--- src/dlr_pkg.sv ---
// ----------------------------------------------------------------------------
// dlr_pkg
// Shared types and constants of the DDA line rasteriser.
// ----------------------------------------------------------------------------
package dlr_pkg;

  localparam int COORD_W       = 6;
  localparam int COLOR_W       = 24;
  localparam int CFG_W         = 7;
  localparam int ADDR_W        = 12;
  localparam int CFG_IDX_W     = 1;
  localparam int TILE_SIZE     = 64;
  localparam int FRAC_BITS_DEF = 16;

  localparam logic [CFG_IDX_W-1:0] REG_FRAME_WIDTH  = 1'd0;
  localparam logic [CFG_IDX_W-1:0] REG_FRAME_HEIGHT = 1'd1;

  localparam logic [CFG_W-1:0] FRAME_WIDTH_RST  = 7'd64;
  localparam logic [CFG_W-1:0] FRAME_HEIGHT_RST = 7'd64;

  typedef enum logic [1:0] {
    ST_IDLE,
    ST_DIV,
    ST_SIGN,
    ST_DRAW
  } dlr_state_t;

  typedef struct packed {
    logic load;
    logic div_step;
    logic div_fix;
    logic emit;
  } dlr_cmd_t;

  typedef struct packed {
    logic in_zero;
    logic div_last;
    logic out_free;
    logic line_last;
  } dlr_sts_t;

  function automatic logic [COORD_W-1:0] clip_coord(input logic [COORD_W-1:0] v);
    logic [COORD_W:0] lim;
    lim = (COORD_W+1)'(TILE_SIZE - 1);
    if ({1'b0, v} > lim) begin
      return lim[COORD_W-1:0];
    end
    return v;
  endfunction

endpackage

--- src/dlr_ctrl.sv ---
// ----------------------------------------------------------------------------
// dlr_ctrl
// Sequencer: accept a line, run the slope division, step the pixels.
// ----------------------------------------------------------------------------
module dlr_ctrl (
  input  logic               clk,
  input  logic               rst_n,
  input  logic               in_valid,
  output logic               in_stall,
  input  dlr_pkg::dlr_sts_t  sts,
  output dlr_pkg::dlr_cmd_t  cmd
);
  import dlr_pkg::*;

  dlr_state_t state_r, state_nxt;

  always_ff @(posedge clk) begin
    if (!rst_n) begin
      state_r <= ST_IDLE;
    end else begin
      state_r <= state_nxt;
    end
  end

  always_comb begin
    state_nxt = state_r;
    unique case (state_r)
      ST_IDLE: begin
        if (in_valid && !sts.in_zero) begin
          state_nxt = ST_DIV;
        end
      end
      ST_DIV: begin
        if (sts.div_last) begin
          state_nxt = ST_SIGN;
        end
      end
      ST_SIGN: begin
        state_nxt = ST_DRAW;
      end
      ST_DRAW: begin
        if (sts.out_free && sts.line_last) begin
          state_nxt = ST_IDLE;
        end
      end
      default: state_nxt = ST_IDLE;
    endcase
  end

  always_comb begin
    cmd      = '0;
    in_stall = 1'b1;
    unique case (state_r)
      ST_IDLE: begin
        in_stall = 1'b0;
        cmd.load = in_valid;
      end
      ST_DIV:  cmd.div_step = 1'b1;
      ST_SIGN: cmd.div_fix  = 1'b1;
      ST_DRAW: cmd.emit     = sts.out_free;
      default: cmd = '0;
    endcase
  end

endmodule

--- src/dlr_datapath.sv ---
// ----------------------------------------------------------------------------
// dlr_datapath
// Endpoint set-up, serial slope divider, y accumulator and pixel register.
// ----------------------------------------------------------------------------
module dlr_datapath #(
  parameter int FRAC_BITS = dlr_pkg::FRAC_BITS_DEF
) (
  input  logic                            clk,
  input  logic                            rst_n,
  input  dlr_pkg::dlr_cmd_t               cmd,
  output dlr_pkg::dlr_sts_t               sts,
  input  logic [dlr_pkg::COORD_W-1:0]     in_start_x,
  input  logic [dlr_pkg::COORD_W-1:0]     in_start_y,
  input  logic [dlr_pkg::COORD_W-1:0]     in_end_x,
  input  logic [dlr_pkg::COORD_W-1:0]     in_end_y,
  input  logic [dlr_pkg::COLOR_W-1:0]     in_line_color,
  input  logic                            cfg_valid,
  input  logic [dlr_pkg::CFG_IDX_W-1:0]   cfg_index,
  input  logic [dlr_pkg::CFG_W-1:0]       cfg_data,
  output logic                            out_valid,
  input  logic                            out_stall,
  output logic [dlr_pkg::COORD_W-1:0]     out_pixel_x,
  output logic [dlr_pkg::COORD_W-1:0]     out_pixel_y,
  output logic [dlr_pkg::ADDR_W-1:0]      out_pixel_address,
  output logic [dlr_pkg::COLOR_W-1:0]     out_pixel_word,
  output logic                            out_in_frame,
  output logic                            out_last
);
  import dlr_pkg::*;

  localparam int NUM_W = COORD_W + FRAC_BITS;
  localparam int Q_W   = NUM_W + 1;
  localparam int CNT_W = $clog2(NUM_W);
  localparam int AF_W  = COORD_W + CFG_W + 1;

  logic [CFG_W-1:0]   fw_r, fh_r;
  logic [COORD_W-1:0] x_cur_r, x_stop_r, div_r, rem_r;
  logic [NUM_W-1:0]   num_r;
  logic [CNT_W-1:0]   cnt_r;
  logic               neg_r;
  logic signed [Q_W-1:0] slope_r, acc_r, acc_nxt;
  logic [COLOR_W-1:0] color_r;
  logic               out_valid_r;

  logic [COORD_W-1:0] sx, sy, ex, ey, cx0, cy0, cx1, cy1;
  logic signed [COORD_W:0] dy;
  logic [COORD_W-1:0] dy_mag;
  logic [COORD_W:0]   rem_sh;
  logic               q_bit;
  logic [COORD_W-1:0] py;
  logic [AF_W-1:0]    addr_full;

  always_comb begin
    cx0 = clip_coord(in_start_x);
    cy0 = clip_coord(in_start_y);
    cx1 = clip_coord(in_end_x);
    cy1 = clip_coord(in_end_y);
    if (cx0 > cx1) begin
      sx = cx1; sy = cy1; ex = cx0; ey = cy0;
    end else begin
      sx = cx0; sy = cy0; ex = cx1; ey = cy1;
    end
    dy     = $signed({1'b0, ey}) - $signed({1'b0, sy});
    dy_mag = dy[COORD_W] ? COORD_W'(-dy) : dy[COORD_W-1:0];
  end

  assign rem_sh = {rem_r, num_r[NUM_W-1]};
  assign q_bit  = rem_sh >= {1'b0, div_r};

  assign acc_nxt = acc_r + slope_r;
  assign py      = acc_nxt[FRAC_BITS +: COORD_W];
  assign addr_full = AF_W'(py) * AF_W'(fw_r) + AF_W'(x_cur_r);

  assign sts.in_zero   = (cx0 == cx1);
  assign sts.div_last  = (cnt_r == CNT_W'(NUM_W - 1));
  assign sts.out_free  = !out_valid_r || !out_stall;
  assign sts.line_last = ({1'b0, x_cur_r} + 1'b1) == {1'b0, x_stop_r};

  always_ff @(posedge clk) begin
    if (!rst_n) begin
      fw_r <= FRAME_WIDTH_RST;
      fh_r <= FRAME_HEIGHT_RST;
    end else if (cfg_valid) begin
      unique case (cfg_index)
        REG_FRAME_WIDTH:  fw_r <= cfg_data;
        REG_FRAME_HEIGHT: fh_r <= cfg_data;
        default: ;
      endcase
    end
  end

  always_ff @(posedge clk) begin
    if (!rst_n) begin
      out_valid_r <= 1'b0;
    end else if (cmd.emit) begin
      out_valid_r <= 1'b1;
    end else if (!out_stall) begin
      out_valid_r <= 1'b0;
    end
  end

  always_ff @(posedge clk) begin
    if (cmd.load) begin
      x_cur_r  <= sx;
      x_stop_r <= ex;
      div_r    <= ex - sx;
      rem_r    <= '0;
      num_r    <= {dy_mag, {FRAC_BITS{1'b0}}};
      neg_r    <= dy[COORD_W];
      cnt_r    <= '0;
      acc_r    <= $signed({1'b0, sy, {FRAC_BITS{1'b0}}});
      slope_r  <= '0;
      color_r  <= in_line_color;
    end
    if (cmd.div_step) begin
      rem_r <= q_bit ? COORD_W'(rem_sh - {1'b0, div_r}) : rem_sh[COORD_W-1:0];
      num_r <= {num_r[NUM_W-2:0], q_bit};
      cnt_r <= cnt_r + 1'b1;
    end
    if (cmd.div_fix) begin
      slope_r <= neg_r ? -$signed({1'b0, num_r}) : $signed({1'b0, num_r});
    end
    if (cmd.emit) begin
      acc_r             <= acc_nxt;
      x_cur_r           <= x_cur_r + 1'b1;
      out_pixel_x       <= x_cur_r;
      out_pixel_y       <= py;
      out_pixel_address <= addr_full[ADDR_W-1:0];
      out_pixel_word    <= color_r;
      out_in_frame      <= ({1'b0, x_cur_r} < fw_r) && ({1'b0, py} < fh_r);
      out_last          <= sts.line_last;
    end
  end

  assign out_valid = out_valid_r;

endmodule

--- src/dda_line_rasterizer_core.sv ---
// ----------------------------------------------------------------------------
// dda_line_rasterizer_core
// x-major DDA line rasteriser producing one pixel item per column.
// ----------------------------------------------------------------------------
// A line item is taken only while the block is idle; equal x endpoints give
// no pixels and the block is ready again next cycle. Otherwise the slope is
// formed by a restoring divider at one quotient bit per cycle, the ST_SIGN
// state applies the sign, and then the accumulator emits one pixel per cycle
// while the output is not stalled.
// frame_width and frame_height may be written only while no line is in flight.
// ----------------------------------------------------------------------------
module dda_line_rasterizer_core #(
  parameter int FRAC_BITS = dlr_pkg::FRAC_BITS_DEF
) (
  input  logic                            clk,
  input  logic                            rst_n,
  input  logic                            in_valid,
  output logic                            in_stall,
  input  logic [dlr_pkg::COORD_W-1:0]     in_start_x,
  input  logic [dlr_pkg::COORD_W-1:0]     in_start_y,
  input  logic [dlr_pkg::COORD_W-1:0]     in_end_x,
  input  logic [dlr_pkg::COORD_W-1:0]     in_end_y,
  input  logic [dlr_pkg::COLOR_W-1:0]     in_line_color,
  input  logic                            cfg_valid,
  output logic                            cfg_ready,
  input  logic [dlr_pkg::CFG_IDX_W-1:0]   cfg_index,
  input  logic [dlr_pkg::CFG_W-1:0]       cfg_data,
  output logic                            out_valid,
  input  logic                            out_stall,
  output logic [dlr_pkg::COORD_W-1:0]     out_pixel_x,
  output logic [dlr_pkg::COORD_W-1:0]     out_pixel_y,
  output logic [dlr_pkg::ADDR_W-1:0]      out_pixel_address,
  output logic [dlr_pkg::COLOR_W-1:0]     out_pixel_word,
  output logic                            out_in_frame,
  output logic                            out_last
);
  import dlr_pkg::*;

  dlr_cmd_t cmd;
  dlr_sts_t sts;

  assign cfg_ready = 1'b1;

  dlr_ctrl u_ctrl (
    .clk      (clk),
    .rst_n    (rst_n),
    .in_valid (in_valid),
    .in_stall (in_stall),
    .sts      (sts),
    .cmd      (cmd)
  );

  dlr_datapath #(
    .FRAC_BITS (FRAC_BITS)
  ) u_datapath (
    .clk               (clk),
    .rst_n             (rst_n),
    .cmd               (cmd),
    .sts               (sts),
    .in_start_x        (in_start_x),
    .in_start_y        (in_start_y),
    .in_end_x          (in_end_x),
    .in_end_y          (in_end_y),
    .in_line_color     (in_line_color),
    .cfg_valid         (cfg_valid),
    .cfg_index         (cfg_index),
    .cfg_data          (cfg_data),
    .out_valid         (out_valid),
    .out_stall         (out_stall),
    .out_pixel_x       (out_pixel_x),
    .out_pixel_y       (out_pixel_y),
    .out_pixel_address (out_pixel_address),
    .out_pixel_word    (out_pixel_word),
    .out_in_frame      (out_in_frame),
    .out_last          (out_last)
  );

endmodule

--- config.mk ---
export PLATFORM = sky130hd
export DESIGN_NAME = dda_line_rasterizer_core
export DESIGN_NICKNAME = d
export VERILOG_FILES = /design/src/dlr_pkg.sv /design/src/dlr_ctrl.sv /design/src/dlr_datapath.sv /design/src/dda_line_rasterizer_core.sv
export SDC_FILE = /design/constraint.sdc
export NUM_CORES = 1
export LEC_CHECK = 0
export ABC_AREA = 1
export BUFFER_PORTS_ARGS = -buffer_cell sky130_fd_sc_hd__buf_2
export CAP_MARGIN = 20
export CORE_ASPECT_RATIO = 0.6
export CORE_UTILIZATION = 35
export DETAILED_ROUTE_END_ITERATION = 10
export SYNTH_ARGS = -nofsm -noshare
export SYNTH_HDL_FRONTEND = slang
export SYNTH_SLANG_ARGS = --single-unit
--- constraint.sdc ---
create_clock -name clk -period 9.4 [get_ports clk]
set_input_delay 0.94 -clock clk [delete_from_list [all_inputs] [get_ports clk]]
set_output_delay 0.94 -clock clk [all_outputs]
set_load 0.005 [all_outputs]
Word level (Yosys, flattened, before mapping). Index checks and enable logic that the tools add are counted.

$lt $le $gt $ge: 4. Add/subtract/negate cells: 10. Shift operators: 0. Equal/unequal tests: 10. Divide/modulo/power cells: 0. Bitwise operators: 1. Multiplexer cells: 30. Reduce and logical (&&, ||, !) cells: 14. Multipliers: 1.

Operators by type and width (number): $mux W23 (5); $mux W6 (10); $mux W22 (2); $add A23 B23 Y23 (1); $neg A22 Y23 (1); $lt A6 B7 Y1 (2); $add A12 B6 Y12 (1); $mul A6 B7 Y12 (1); $sub A6 B6 Y6 (2); $mux W5 (2); $pmux W2 S4 (1); $add A6 B1 Y7 const B (1); $eq A7 B6 Y1 (1); $ge A7 B6 Y1 (1); $mux W1 (7); $sub A6 B6 Y7 (1); $add A6 B1 Y6 const B (1); $eq A6 B6 Y1 (1); $gt A6 B6 Y1 (1); $mux W2 (3); $ne A2 B1 Y1 const B (3); $neg A6 Y6 (1); $reduce_bool A2 Y1 (3); $add A5 B1 Y5 const B (1); other kinds (11) (17).

RAM bits: 0. Bits in read-only memories: 0. Memories kept: 0. Bits in registers: 189. Output and inout bits: 53. Input bits: 61. Word-level logic and storage cells: 90. Bits in latches: 0.

Logic depth before layout (Yosys ltp).
Word-level depth: 7. Gate-level depth with buffers: 34. Depth with buffers taken out: 34.

Cells and area by module. From an unflattened synthesis, not the netlist that was laid out.

Cells, all modules: 1133. Area total of the unflattened synthesis: 10975.5 µm².

Modules (own cells, without submodules): dlr_datapath (area an instance 10744.1 µm², sequential area each 5405.2 µm², cells each 1097, times used 1); dlr_ctrl (area an instance 220.2 µm², sequential area each 40.0 µm², cells each 34, times used 1); dda_line_rasterizer_core (area an instance 11.3 µm², sequential area each 0.0 µm², cells each 2, times used 1).

Least setup slack after synthesis. OpenSTA, ideal clock, no wires.

Path type: register to register. Start point: reg u_datapath.acc_r[0]. End point: reg u_datapath.out_pixel_address[10] (netlist bit) (data pin). Setup slack: 3.773 ns. Data required time: 9.144 ns. Setup time: 0.256 ns. Clock period less this slack: 5.627 ns. Data arrival time: 5.371 ns. Buffers on the path: 0. Cell stages (with the launch flop): 32. Cell sequence: edfxtp_1 ha_1 fa_1 nand3_1 nand2_1 a21oi_2 o21ai_2 nand3_1 nand2_1 nand3_1 nand2_1 or2_2 nand2_1 nor2_1 fa_1 inv_1 fa_1 inv_1 fa_1 inv_1 fa_1 inv_1 ha_1 nand2_1 nand2_1 a21oi_1 o21bai_1 and2_1 nor2_1 nor2_1 o21bai_1 nand2_1.

Cells in the longest elaborated chain, start to end: 3.

RTL lines: start: declaration (RTL line dlr_datapath.sv:41) `logic signed [Q_W-1:0] slope_r, acc_r, acc_nxt;`; start signal: assignment (RTL line dlr_datapath.sv:111) `acc_r <= $signed({1'b0, sy, {FRAC_BITS{1'b0}}});`; start signal: assignment (RTL line dlr_datapath.sv:124) `acc_r <= acc_nxt;`; $add A23 B23 Y23 (RTL line dlr_datapath.sv:70) `assign acc_nxt = acc_r + slope_r;`; $mul A6 B7 Y12 (RTL line dlr_datapath.sv:72) `assign addr_full = AF_W'(py) * AF_W'(fw_r) + AF_W'(x_cur_r);`; $add A12 B6 Y12 (RTL line dlr_datapath.sv:72); named net u_datapath.addr_full[10] (RTL line dlr_datapath.sv:51) `logic [AF_W-1:0] addr_full;`; end signal: assignment (RTL line dlr_datapath.sv:128) `out_pixel_address <= addr_full[ADDR_W-1:0];`; end: declaration (RTL line dlr_datapath.sv:24) `output logic [dlr_pkg::ADDR_W-1:0] out_pixel_address,`.

The timed path passes the listed nets, and every way through them passes these cells. A chain may end at the register's enable or synchronous reset.

Worst setup path in the final report.
Start point: reg u_datapath.slope_r[2]. End point: reg u_datapath.out_pixel_address[10] (netlist bit) (data pin).

Cells in the longest elaborated chain, start to end: 3.

RTL lines: start: declaration (RTL line dlr_datapath.sv:41); start signal: assignment (RTL line dlr_datapath.sv:121) `slope_r <= neg_r ? -$signed({1'b0, num_r}) : $signed({1'b0, num_r});`; $add A23 B23 Y23 (RTL line dlr_datapath.sv:70); named net u_datapath.acc_nxt[21] (RTL line dlr_datapath.sv:41); $mul A6 B7 Y12 (RTL line dlr_datapath.sv:72); $add A12 B6 Y12 (RTL line dlr_datapath.sv:72); named net u_datapath.addr_full[10] (RTL line dlr_datapath.sv:51).

The timed path passes the listed nets, and every way through them passes these cells.

==> flow_metrics.tcl <==
set metrics [dict create \
    gr-total-overflow 0 \
    hold_end "u_datapath.out_pixel_word[11]" \
    dieWidth_um 231.0 \
    required_ps 9610 \
    maxCapViolCount 0 \
    grt_pass1_wl_mm 40.91 \
    gp_congestion 0.9269 \
    row_count 49 \
    cpPeakStageDelay_ps 550 \
    start_util_pct 36.16 \
    synth.area.top_cells "edfxtp_1, ha_1, nand2_1, inv_1, fa_1" \
    placed_cell_area_mm2 0.01203 \
    core_mm2 0.03047 \
    path_class "reg2reg" \
    viasPerCell 4.880 \
    cp-start-kind "register" \
    hold_slack_ps 421.8 \
    slowest_stage "fa_1" \
    reg2reg_depth 27 \
    antenna_found_initial 0 \
    cts-hold-fix-buffers 0 \
    seq_area_frac_synth_pct 49.43 \
    post-place-ws_ps 3349 \
    yosysWarnings 0 \
    yosys.area_share.simple_pct 15.18 \
    insertion_delay_ps 450 \
    r2r_slack_ps 3240 \
    r2r-end "u_datapath.out_pixel_address[10]" \
    crit_buf_inv 5 \
    routed_wl_mm 25.41 \
    drc_errors 0 \
    period_minus_slack_ps 6164 \
    ant_nets 0 \
    final_cell_area_mm2 0.01267 \
    synth_xor_area_share_pct 2.612 \
    die-area_mm2 0.03221 \
    grtUsageTotal_pct 16.48 \
    drive_above_1_share_pct 14.48 \
    setup_ws_ps 3236 \
    diodes 0 \
    synthMuxAreaShare_pct 0.09086 \
    ir_drop_mv 0.2167 \
    grt_max_degree 76 \
    crit_family "adder cells" \
    maxSlewHeadroom_pct 33.32 \
    slew_violations 0 \
    hold_depth 0 \
    syn_inst 1139 \
    cpMostUsedCell "inv_1" \
    cts_setup_buffers 0 \
    synth.cell_area_mm2 0.01102 \
    cp.arrival_ps 6370 \
    power.density_mw_per_mm2 378.5 \
    drt_iter0_drc 615 \
    maxClockFrequency_mhz 162.2 \
    syn_area_per_cell_um2 9.672 \
    outcome "completed" \
    numCtsBuffers 17 \
    path_clk_slew_ps 70 \
    min-delay-start "u_datapath.color_r[11]" \
    vias 8194 \
    tns_ps 0 \
    fin_crit_sh_pct 65.57 \
    avgRoutedWirePerCell_um 15.13 \
    tightest_slew_ps 997.7 \
    hpwl_mm 19.39 \
    rr_startpoint "u_datapath.slope_r[2]" \
    synth_top_family_by_area "simple AND/OR/NAND/NOR gates" \
    synth-adder-area-share_pct 14.20 \
    post-route-util_pct 41.57 \
    yosys.cell_types.count 49 \
    cts_buffer_depth 2 \
    die_h_um 139.4 \
    synth_area_leader_cell "edfxtp_1" \
    finalSetupViolations 0 \
    htree_num_levels 4 \
    path_max_fanout 6 \
    first_pass_iters 5 \
    grt_pass1_vias 7662 \
    power.leakage_nw 5.672 \
    synth_seq_cells 187 \
    port_buffers 112 \
    hold_viol 0 \
    syn_to_final_growth_pct 14.97 \
    dp.cells 1646 \
    io_pins 114 \
    final_cells 1679 \
    cts_tree "built" \
    rsz0062_at_grt "no" \
    syn_nets 1310 \
    cts.root.buffer_cell "clkbuf_16" \
    hold_path_class "reg2reg" \
    cts_resized 0 \
    power_mw 4.794 \
    cts_sinks 187 \
    synth_compound_gate_area_share_pct 11.61 \
    fin_worst_skew_ps 8.881 \
    end_kind "register" \
    synthDominantCellAreaShare_pct 46.34 \
    layout.nets 1429 \
]
==> area by class of cell <==
type	count	area, um2
sequential	187	5445
clock buffer	18	429.2
timing repair buffer	118	603.1
inverter	174	653.1
clock inverter	14	200.2
multi-input combinational	760	4825
fill	2964	17800
tap	408	510.5
==> how the worst max path moves through the flow <==
| stage | from | end | slack (ps) | depth (start not counted) |
|---|---|---|---|---|
| after detailed placement | u_datapath.slope_r[2] | u_datapath.out_pixel_address[10] | 3350 | 27 |
| final | u_datapath.slope_r[2] | u_datapath.out_pixel_address[10] | 3240 | 27 |
| after global routing | u_datapath.slope_r[2] | u_datapath.out_pixel_address[10] | 2760 | 28 |
| after floorplan | u_datapath.acc_r[0] | u_datapath.out_pixel_address[10] | 3770 | 31 |
| after CTS | u_datapath.slope_r[2] | u_datapath.out_pixel_address[10] | 3300 | 27 |
| after global placement | u_datapath.slope_r[2] | u_datapath.out_pixel_address[10] | 3330 | 28 |
==> sequential cells by signal (all words and copies together), names as in the netlist, 7 cells and up <==
name,count
u_datapath.num_r,22
u_datapath.color_r,24
u_datapath.out_pixel_address,12
u_datapath.fh_r,7
u_datapath.out_pixel_word,24
u_datapath.fw_r,7
u_datapath.slope_r,22
u_datapath.acc_r,22
==> cell usage in the layout (no fill, tap or decap), drive strengths merged, types with 2 or more instances in the layout <==
cell	instances
nand3	45
a211oi	4
nor3	18
o21a	8
xor2	22
or2	11
xnor2	10
o211ai	5
and2	2
a21boi	2
fa	25
nand2	201
edfxtp	170
a21o	3
o21bai	7
o221ai	2
nor2	97
ha	85
and3	2
a31oi	5
a21oi	100
inv	179
clkinv	7
buf	117
clkbuf	19
nor4	2
nand4	12
o21ai	86
dfxtp	17
==> power breakdown <==
part	internal, mW	switching (mW)	leakage (nW)
sequential	1.36	0.167	1.77
combinational	0.915	1.60	3.60
clock	0.386	0.365	0.299
==> cell families (layout without fill, tap and decap cells) <==
logic type	count (synthesis)	in the layout
compound gates	225	225
xor+xnor	32	32
fa+ha+maj	110	110
buf+inv	192	324
flops	187	187
mux	1	1
other cells	1	1
simple gates	391	391
==> cell usage after synthesis, drive strengths merged <==
library cell / instances
a21oi: 100
mux2i: 1
a31oi: 5
nand4: 12
edfxtp: 170
fa: 25
xor2: 22
o221ai: 2
or2: 11
a31o: 1
dfxtp: 17
xnor2: 10
o211ai: 5
clkbuf: 12
a22oi: 1
nand3: 45
o21ai: 86
nor4: 2
and3: 2
inv: 174
o2111ai: 1
and2: 2
a211oi: 4
o21a: 8
o21bai: 7
nor3: 18
ha: 85
a21boi: 2
nand3b: 1
conb: 1
buf: 6
a21o: 3
nand2: 201
nor2: 97
==> routing by layer <==
| layer | global-route usage (%) | routed length (um) |
|---|---|---|
| met1 | 25.46 | 13460 |
| met2 | 21.97 | 10060 |
| met3 | 5.020 | 1750 |
| met4 | 3.904 | 140 |
| met5 | 0 | 0 |
No activity file was read; power rests on OpenSTA's default activity.
